### src/design/recs80_enc_pkg.sv
// Shared types and constants for the RECS80 style infrared frame encoder.
`default_nettype none

package recs80_enc_pkg;

  // Default key code width
  localparam int CODE_BITS_DEF = 11;

  // Widths of the stream fields and settings
  localparam int CODE_W     = 11;
  localparam int CMD_W      = 2;
  localparam int INTERVAL_W = 10;
  localparam int PULSE_W    = 8;
  localparam int GAP_W      = 8;
  localparam int CFG_IDX_W  = 2;
  localparam int CFG_DATA_W = 10;
  localparam int IN_DATA_W  = 16;
  localparam int OUT_DATA_W = 16;

  // Reset values of the settings
  localparam logic [PULSE_W-1:0]    PULSE_RST = 8'd7;
  localparam logic [INTERVAL_W-1:0] ZERO_RST  = 10'd189;
  localparam logic [INTERVAL_W-1:0] ONE_RST   = 10'd287;
  localparam logic [GAP_W-1:0]      GAP_RST   = 8'd10;

  // Commands carried on the input tuser
  typedef enum logic [CMD_W-1:0] {
    CMD_TICK   = 2'd0,
    CMD_SEND   = 2'd1,
    CMD_REPEAT = 2'd2,
    CMD_STOP   = 2'd3
  } cmd_t;

  // Settings register indexes
  typedef enum logic [CFG_IDX_W-1:0] {
    REG_PULSE = 2'd0,
    REG_ZERO  = 2'd1,
    REG_ONE   = 2'd2,
    REG_GAP   = 2'd3
  } reg_idx_t;

  // Frame phases
  typedef enum logic [2:0] {
    PH_IDLE  = 3'd0,
    PH_BIT_A = 3'd1,
    PH_BIT_B = 3'd2,
    PH_STOP  = 3'd3,
    PH_WAIT  = 3'd4
  } phase_t;

endpackage

`default_nettype wire

### src/design/recs80_ir_frame_encoder.sv
// RECS80 style pulse-distance infrared frame encoder with stream ports.
// Each input transfer writes its result into the output register.
// Throughput: one command per cycle when not stalled; the whole state update is a
// single pass of logic from the input port into the state and output registers.
// The input is stalled only while the output register holds an untaken result.
// Reset (synchronous, rst high) returns to idle, toggle set, settings at defaults.
`default_nettype none

module recs80_ir_frame_encoder #(
  parameter int CODE_BITS = recs80_enc_pkg::CODE_BITS_DEF
) (
  input  wire logic clk,
  input  wire logic rst,

  // Command stream
  input  wire logic                                   s_axis_tvalid,
  output      logic                                   s_axis_tready,
  // [10:0] code, [15:11] zero
  input  wire logic [recs80_enc_pkg::IN_DATA_W-1:0]   s_axis_tdata,
  // [1:0] command
  input  wire logic [recs80_enc_pkg::CMD_W-1:0]       s_axis_tuser,

  // Result stream
  output      logic                                   m_axis_tvalid,
  input  wire logic                                   m_axis_tready,
  // [0] carrier_on, [10:1] interval_ticks, [11] busy_res, [12] frame_started,
  // [15:13] zero
  output      logic [recs80_enc_pkg::OUT_DATA_W-1:0]  m_axis_tdata,

  // Settings write channel
  input  wire logic                                   cfg_valid,
  output      logic                                   cfg_ready,
  input  wire logic [recs80_enc_pkg::CFG_IDX_W-1:0]   cfg_index,
  input  wire logic [recs80_enc_pkg::CFG_DATA_W-1:0]  cfg_data
);

  localparam int BCW = $clog2(CODE_BITS + 1);
  localparam int IW  = recs80_enc_pkg::INTERVAL_W;
  localparam int GW  = recs80_enc_pkg::GAP_W;
  localparam int PW  = recs80_enc_pkg::PULSE_W;

  // Settings
  logic [PW-1:0] pulse_ticks;
  logic [IW-1:0] zero_space_ticks;
  logic [IW-1:0] one_space_ticks;
  logic [GW-1:0] gap_intervals;

  // Encoder state
  recs80_enc_pkg::phase_t phase, phase_next;
  logic [CODE_BITS-1:0] shift_code, shift_code_next;
  logic [CODE_BITS-1:0] active_code, active_code_next;
  logic [BCW-1:0]       bit_count, bit_count_next;
  logic [GW-1:0]        gap_count, gap_count_next;
  logic                 toggle_bit, toggle_bit_next;
  logic [IW-1:0]        interval_reg, interval_reg_next;
  logic                 carrier_reg, carrier_reg_next;
  logic                 started;

  // Output register
  logic                 out_valid;
  logic                 out_carrier;
  logic [IW-1:0]        out_interval;
  logic                 out_busy;
  logic                 out_started;

  logic                 in_fire;
  recs80_enc_pkg::cmd_t cmd;
  logic [CODE_BITS-1:0] code_ext;
  logic [CODE_BITS-1:0] code_toggled;
  logic [BCW-1:0]       bit_inc;
  logic [GW-1:0]        gap_inc;

  assign cfg_ready     = 1'b1;
  assign s_axis_tready = !out_valid || m_axis_tready;
  assign in_fire       = s_axis_tvalid && s_axis_tready;

  assign cmd          = recs80_enc_pkg::cmd_t'(s_axis_tuser);
  assign code_ext     = CODE_BITS'(s_axis_tdata[recs80_enc_pkg::CODE_W-1:0]);
  assign code_toggled = code_ext | (toggle_bit ? (CODE_BITS'(1) << (CODE_BITS - 2))
                                               : '0);
  assign bit_inc      = bit_count + BCW'(1);
  assign gap_inc      = gap_count + GW'(1);

  // Settings writes
  always_ff @(posedge clk) begin
    if (rst) begin
      pulse_ticks      <= recs80_enc_pkg::PULSE_RST;
      zero_space_ticks <= recs80_enc_pkg::ZERO_RST;
      one_space_ticks  <= recs80_enc_pkg::ONE_RST;
      gap_intervals    <= recs80_enc_pkg::GAP_RST;
    end else if (cfg_valid && cfg_ready) begin
      unique case (recs80_enc_pkg::reg_idx_t'(cfg_index))
        recs80_enc_pkg::REG_PULSE: pulse_ticks      <= cfg_data[PW-1:0];
        recs80_enc_pkg::REG_ZERO:  zero_space_ticks <= cfg_data[IW-1:0];
        recs80_enc_pkg::REG_ONE:   one_space_ticks  <= cfg_data[IW-1:0];
        recs80_enc_pkg::REG_GAP:   gap_intervals    <= cfg_data[GW-1:0];
        default: ;
      endcase
    end
  end

  // Next state for one command
  always_comb begin
    phase_next        = phase;
    shift_code_next   = shift_code;
    active_code_next  = active_code;
    bit_count_next    = bit_count;
    gap_count_next    = gap_count;
    toggle_bit_next   = toggle_bit;
    interval_reg_next = interval_reg;
    carrier_reg_next  = carrier_reg;
    started           = 1'b0;

    unique case (cmd)
      recs80_enc_pkg::CMD_TICK: begin
        unique case (phase)
          recs80_enc_pkg::PH_IDLE: begin
            carrier_reg_next = 1'b0;
          end
          recs80_enc_pkg::PH_BIT_A: begin
            interval_reg_next = IW'(pulse_ticks);
            carrier_reg_next  = 1'b1;
            phase_next        = recs80_enc_pkg::PH_BIT_B;
          end
          recs80_enc_pkg::PH_STOP: begin
            interval_reg_next = IW'(pulse_ticks);
            carrier_reg_next  = 1'b1;
            phase_next        = recs80_enc_pkg::PH_WAIT;
          end
          recs80_enc_pkg::PH_BIT_B: begin
            carrier_reg_next  = 1'b0;
            interval_reg_next = shift_code[CODE_BITS-1] ? one_space_ticks
                                                        : zero_space_ticks;
            shift_code_next   = shift_code << 1;
            bit_count_next    = bit_inc;
            phase_next        = (bit_inc >= BCW'(CODE_BITS)) ? recs80_enc_pkg::PH_STOP
                                                             : recs80_enc_pkg::PH_BIT_A;
          end
          recs80_enc_pkg::PH_WAIT: begin
            carrier_reg_next  = 1'b0;
            interval_reg_next = zero_space_ticks;
            gap_count_next    = gap_inc;
            if (gap_inc >= gap_intervals) begin
              bit_count_next = '0;
              gap_count_next = '0;
              phase_next     = recs80_enc_pkg::PH_IDLE;
            end
          end
          default: begin
            carrier_reg_next = 1'b0;
            bit_count_next   = '0;
            gap_count_next   = '0;
            phase_next       = recs80_enc_pkg::PH_IDLE;
          end
        endcase
      end
      recs80_enc_pkg::CMD_SEND: begin
        active_code_next = code_toggled;
        if ((code_toggled != '0) && (phase == recs80_enc_pkg::PH_IDLE)) begin
          shift_code_next = code_toggled;
          phase_next      = recs80_enc_pkg::PH_BIT_A;
          started         = 1'b1;
        end
      end
      recs80_enc_pkg::CMD_REPEAT: begin
        if ((active_code != '0) && (phase == recs80_enc_pkg::PH_IDLE)) begin
          shift_code_next = active_code;
          phase_next      = recs80_enc_pkg::PH_BIT_A;
          started         = 1'b1;
        end
      end
      recs80_enc_pkg::CMD_STOP: begin
        toggle_bit_next = !toggle_bit;
      end
      default: ;
    endcase
  end

  // State register, updated on each input transfer
  always_ff @(posedge clk) begin
    if (rst) begin
      phase        <= recs80_enc_pkg::PH_IDLE;
      shift_code   <= '0;
      active_code  <= '0;
      bit_count    <= '0;
      gap_count    <= '0;
      toggle_bit   <= 1'b1;
      interval_reg <= IW'(recs80_enc_pkg::PULSE_RST);
      carrier_reg  <= 1'b0;
    end else if (in_fire) begin
      phase        <= phase_next;
      shift_code   <= shift_code_next;
      active_code  <= active_code_next;
      bit_count    <= bit_count_next;
      gap_count    <= gap_count_next;
      toggle_bit   <= toggle_bit_next;
      interval_reg <= interval_reg_next;
      carrier_reg  <= carrier_reg_next;
    end
  end

  // Output register valid flag
  always_ff @(posedge clk) begin
    if (rst) begin
      out_valid <= 1'b0;
    end else if (in_fire) begin
      out_valid <= 1'b1;
    end else if (m_axis_tready) begin
      out_valid <= 1'b0;
    end
  end

  // Output register payload
  always_ff @(posedge clk) begin
    if (in_fire) begin
      out_carrier  <= carrier_reg_next;
      out_interval <= interval_reg_next;
      out_busy     <= (phase_next != recs80_enc_pkg::PH_IDLE);
      out_started  <= started;
    end
  end

  assign m_axis_tvalid = out_valid;
  assign m_axis_tdata  = {3'b000, out_started, out_busy, out_interval, out_carrier};

`ifndef SYNTHESIS
  // A result that reports a new frame must also report the encoder busy.
  a_start_busy: assert property (@(posedge clk) disable iff (rst)
    out_valid |-> (!out_started || out_busy))
    else $error("frame start reported while not busy");

  // A started frame begins with the first carrier pulse phase.
  a_start_phase: assert property (@(posedge clk) disable iff (rst)
    (in_fire && started) |=> (phase == recs80_enc_pkg::PH_BIT_A))
    else $error("frame start did not enter the first bit phase");

  // The bit counter never runs past the code width.
  a_bit_range: assert property (@(posedge clk) disable iff (rst)
    bit_count <= BCW'(CODE_BITS))
    else $error("bit counter beyond code width");

  // Counters are cleared whenever the encoder is idle.
  a_idle_clear: assert property (@(posedge clk) disable iff (rst)
    (phase == recs80_enc_pkg::PH_IDLE) |-> (bit_count == '0 && gap_count == '0))
    else $error("counters not cleared in idle");

  // The carrier is only on during a pulse interval.
  a_carrier_phase: assert property (@(posedge clk) disable iff (rst)
    carrier_reg |-> (phase == recs80_enc_pkg::PH_BIT_B ||
                     phase == recs80_enc_pkg::PH_WAIT))
    else $error("carrier on outside a pulse interval");
`endif

endmodule

`default_nettype wire
### config.mk
export PLATFORM = sky130hd
export DESIGN_NAME = recs80_ir_frame_encoder
export DESIGN_NICKNAME = d
export VERILOG_FILES = /design/src/design/recs80_enc_pkg.sv /design/src/design/recs80_ir_frame_encoder.sv
export SDC_FILE = /design/constraint.sdc
export NUM_CORES = 1
export LEC_CHECK = 0
export BUFFER_PORTS_ARGS = -buffer_cell sky130_fd_sc_hd__buf_2
export CORE_UTILIZATION = 35
export CTS_CLUSTER_SIZE = 16
export DETAILED_ROUTE_END_ITERATION = 12
export SLEW_MARGIN = 20
export SYNTH_ARGS = -nofsm -noshare
export SYNTH_HDL_FRONTEND = slang
export SYNTH_SLANG_ARGS = --single-unit
### constraint.sdc
create_clock -name clk -period 4.2 [get_ports clk]
set_input_delay 0.84 -clock clk [delete_from_list [all_inputs] [get_ports clk]]
set_output_delay 0.84 -clock clk [all_outputs]
set_load 0.05 [all_outputs]
After elaboration in Yosys (flattened, before gate mapping). Cells that the tools add are included.

Bits in registers: 99. Latch bits: 0. Memory bits (writable): 0. Bits in read-only memories: 0. Input port bits: 35. Output and inout bits: 19. Word-level logic and storage cells: 89. Memories: 0.

Add/subtract/negate cells: 2. $mul: 0. Divide/modulo/power cells: 0. Order comparisons: 2. Eq/ne operators: 14. Shift-type cells: 0. Muxes and demuxes: 25. Bitwise gates (word level): 3. Reduce and logical (&&, ||, !) cells: 26.

Operator list (number): $mux 11 (3); $pmux 11 s3 (1); $mux 10 (3); $pmux 10 s3 (1); $reduce_bool 11->1 (2); $pmux 8 s2 (1); $pmux 3 s5 (1); $pmux 4 s3 (1); $reduce_and 2->1 (6); $or 11x10->11 (1); $mux 3 (3); $pmux 3 s3 (1); $add 8x1->8 const B (1); $eq 2x2->1 const B (4); $ge 8x8->1 (1); $mux 8 (1); $eq 3x2->1 const B (2); $mux 1 (6); $ne 2x2->1 const B (3); $reduce_bool 3->1 (2); $reduce_and 5->1 (1); $add 4x1->4 const B (1); $eq 2x1->1 const B (2); $ge 4x4->1 const B (1); other kinds (18) (23).

Longest topological paths before layout.
Word-level depth: 7. Gate-level depth with buffers: 11.

Least setup slack after synthesis. Ideal clock, no wire load.

Path kind: reg2reg. Start point: register gap_count[2]. End point: register bit_count[3]. Library setup time: 0.135 ns. Data arrival time: 2.475 ns. Setup slack: 1.590 ns. Cell stages (with the launch flop): 11. Buffers on the path: 0. Cells stage by stage: dfxtp_1 -> nand3_1 -> or2_2 -> nor2_1 -> xor2_1 -> ha_1 -> and3_1 -> nand2_1 -> o31a_4 -> o311ai_0 -> o41ai_1.

Longest elaborated chain between the ends: 4.

Ends and longest elaborated chain: from (decl) (line recs80_ir_frame_encoder.sv:53) `logic [GW-1:0] gap_count, gap_count_next;`; from (signal assigned) (line recs80_ir_frame_encoder.sv:195) `gap_count <= gap_count_next;`; $add 8x1->8 (line recs80_ir_frame_encoder.sv:82) `assign gap_inc = gap_count + GW'(1);`; $ge 8x8->1 (line recs80_ir_frame_encoder.sv:143) `if (gap_inc >= gap_intervals) begin`; $ne 2x2->1 (no line); $reduce_and 4->1 (no line); to (signal assigned) (line recs80_ir_frame_encoder.sv:194) `bit_count <= bit_count_next;`; to (decl) (line recs80_ir_frame_encoder.sv:52) `logic [BCW-1:0] bit_count, bit_count_next;`.

No other way between the ends. A chain may end at the register's enable or synchronous reset.

Final worst setup path.
Start point: register gap_count[2]. End point: register out_busy (data pin).

Longest elaborated chain between the ends: 6.

Ends and longest elaborated chain: $add 8x1->8 (line recs80_ir_frame_encoder.sv:82); $ge 8x8->1 (line recs80_ir_frame_encoder.sv:143); $mux 3 (line recs80_ir_frame_encoder.sv:143); $pmux 3 s5 (line recs80_ir_frame_encoder.sv:116) `unique case (phase)`; $pmux 3 s3 (line recs80_ir_frame_encoder.sv:114) `unique case (cmd)`; $reduce_bool 3->1 (line recs80_ir_frame_encoder.sv:218) `out_busy <= (phase_next != recs80_enc_pkg::PH_IDLE);`; to (signal assigned) (line recs80_ir_frame_encoder.sv:218); to (decl) (line recs80_ir_frame_encoder.sv:63) `logic out_busy;`.

No other way between the ends.

==> impl_results.md <==
* Clock period minus worst slack at 2.950 ns
* Final TNS setup at 0 ns
* Total global-route track usage at 16.20%
* Slew margin rel. at 34.28%
* DRT iter0 DRCs at 380
* Number of global-route vias before repair at 3689
* CTS tree: done
* # DRC at 0
* Remaining antenna violation count after routing at 0
* Leading registers by flop count: active_code x11, shift_code x11
* Global-route wire length before repair at 18250 um
* Int Pwr at 1.589 mW
* Data required, critical path at 4.27 ns
* Clk slew on worst S/H paths at 0.07 ns
* HP Start: one_space_ticks[5]$_SDFFE_PP0P_
* Worst slew pin tran at 0.9838 ns
* Area post-placement at 5020 um^2
* Hold_buf cts at 0
* Setup slack, reg-to-reg at 1.25 ns
* Post-synth EDFFs at 13
* GP Congestion at 0.8217
* Hold Path End: one_space_ticks[5]$_SDFFE_PP0P_
* Arr. time, crit path at 3.02 ns
* Hold Vio Cnt, Final at 0
* Synthesized flop and latch total at 99
* DRT Pass-1 Iters at 5
* Reg-to-reg endpoint: out_busy$_DFFE_PP_
* Most common cell after layout, fill and taps aside: nand2_1
* Crit Path Class: reg -> reg
* Cts repair resizes at 0
* Skew final at 0.007048 ns
* Worst Hold Depth at 2
* Vias post-DR at 3935
* Worst vdd ir at 0.1965 mV
* Async set-reset flop share out of synthesis at 0%
* Wirelength per Cell at 14.46 um
* Net Sw Frac at 25.48%
* Layout area overhead at 12.61%
* Syn Area/Cell at 8.674 um^2
* MaxCap Viol Count at 0
* Vias per inst at 5.268
* Outcome: completed
* Reg-to-Reg Start: gap_count[2]$_SDFFE_PP0P_
* Worst r2r path cells at 10
* Boundary Pins at 54
* Final Cell Area at 5343 um^2
* Seq/Total Area, Yosys at 44.51%
* Clk sinks at 99
* Total grt overflow at 0
* Unrepaired setup endpoints after global routing: no
* Std-Cell Rows at 42
* Clk pwr share at 42.2%
* CTS H-Tree Depth at 3
* Yosys warns at 0
* Core area at 13240 um^2
* Port bufs at 44
* Num CTS Buffers at 9
* Final WL at 10800 um
* Clk root buf: clkbuf_16
* # Post-CTS Setup Buffers at 0
* Final Setup Violations at 0
* Die Ht at 118.4 um
* Starting density of the core at 35.83%
* Critical Path Fanout Max at 17
* Max stage delay on crit path at 0.45 ns
* Dpl hpwl at 7461 um
* Clk_lat worst skew at 0.35 ns
* Initial antenna violation count at 0
* HP Class: reg -> reg
* Gate power share at 10.3%
* Top_reg_cell synth: dfxtp_1
* Critical-path top delay cell: o31a_4
* Nets at 618
* Ant. Diodes at 0
* Cell count after synthesis at 547
* Leakage power at 2.129 nW
* Commonest cells after routing, fill and taps aside: nand2_1 (101), dfxtp_1 (86), nor2_1 (49)
* Pwr Density at 399.0 nW/um^2
* Largest net degree at the start of global routing at 63
* Die W at 118.4 um
* Fraction of final layout cells sized beyond drive strength 1 at 13.84%
* Crit path capture type: register
* Crit-path cells: nand3_1 -> or2_2 -> nor2_1 -> xor2_1 -> ha_1 -> and3_1 -> nand2_1 -> o31a_4 -> o21ai_1 -> o2111ai_1
* Reg power frac at 47.5%
* Mapped Area at 4745 um^2
* CP Launch Type: register
* Max Fclk at 339.0 MHz
* Die area at 14030 um^2
* Post-synth cell types at 65
* Period utilization at 70.24%
* Net Sw Power at 0.5431 mW
* Slew Limit Fails at 0
* Longest Clk Path Bufs at 2
-- logic make-up after synthesis --
kind of cell             Yosys count  share of synthesized area, %
AO/OA/AOI/OAI                    124                         18.35
XOR/XNOR                           9                         1.661
adder cells (fa/ha/maj)           16                         4.219
buffers and inverters             59                         5.696
flip-flops                        99                         44.51
multiplexers                      23                         4.958
other                              2                        0.1583
AND/OR/NAND/NOR                  215                         20.44
-- worst max-delay path, delay by kind of cell, from the launching register on --
family,cells,cell delay [ns]
adders and majority gates,1,0.32
DFF,1,0.42
and+or+nand+nor,5,1.00
AOI/OAI and AO/OA,3,0.82
xor gates and xnor gates,1,0.10
-- how the worst max path moves through the flow --
stage	slack (ns)	to	cells past startpoint	startpoint
4_1_cts	1.25	out_busy$_DFFE_PP_	10	gap_count[2]$_SDFFE_PP0P_
2_1_floorplan	1.59	bit_count[3]$_SDFFE_PP0P_	10	gap_count[2]$_SDFFE_PP0P_
3_5_place_dp	1.28	out_busy$_DFFE_PP_	10	gap_count[2]$_SDFFE_PP0P_
6_report	1.25	out_busy$_DFFE_PP_	10	gap_count[2]$_SDFFE_PP0P_
3_3_place_gp	1.29	out_busy$_DFFE_PP_	10	gap_count[2]$_SDFFE_PP0P_
5_1_grt	1.04	out_busy$_DFFE_PP_	10	gap_count[2]$_SDFFE_PP0P_
-- power groups by stage --
stage,clock [mW],combinational (mW),sequential (mW)
finish,0.899,0.219,1.01
global placement,0,0.214,1.03
detailed placement,0,0.219,1.03
CTS,0.922,0.220,1.01
global route,0.960,0.243,1.02
floorplan,0,0.148,1.05
-- through the flow --
step | hold slack, ns | cells | util (%) | total power, mW | setup WS, ns
global placement | 0.4425 | 732 | 37.91 | 1.248 | 1.290
global route | 0.4786 | 747 | 40.34 | 2.220 | 1.035
floorplan | 0.4351 | 549 | - | 1.194 | 1.590
CTS | 0.4603 | 747 | 40.34 | 2.155 | 1.247
finish | 0.4573 | 747 | 40.34 | 2.132 | 1.250
detailed placement | 0.4477 | 732 | 37.91 | 1.254 | 1.278
-- synth_stat cells (5+ instances only) --
master | n | area (um^2)
o21ai_0 | 16 | 80.08
mux2i_1 | 19 | 190.2
a22oi_1 | 14 | 105.1
o211ai_1 | 7 | 52.55
xor2_1 | 6 | 52.55
nand2_1 | 101 | 379.1
nor2b_1 | 5 | 31.28
buf_4 | 7 | 52.55
dfxtp_1 | 86 | 1722
a222oi_1 | 6 | 60.06
edfxtp_1 | 13 | 390.4
a211o_1 | 9 | 78.83
ha_1 | 16 | 200.2
inv_1 | 17 | 63.81
nand3_1 | 24 | 120.1
nor2_1 | 49 | 183.9
a211oi_1 | 7 | 52.55
a31oi_1 | 5 | 31.28
clkbuf_1 | 27 | 101.4
a21oi_1 | 37 | 185.2
-- layer usage --
metal | global-route usage, % | wire length [um] | up-vias
met3 | 3.282 | 495 | 22
met4 | 7.278 | 253 | 0
li1 | - | - | 1959
met2 | 25.44 | 4962 | 95
met5 | 0 | 0 | -
met1 | 21.44 | 5089 | 1859
-- cell type report --
class,instances,area [um^2]
fillers,1322,7900
multi-input cells,391,2370
flip-flops and latches,99,2112
repair buffers,48,250.2
clock buffers,9,225.2
well taps,176,220.2
clock inverters,6,97.59
inverters,18,67.56
Note: power is estimated with default switching activity, not from simulation.
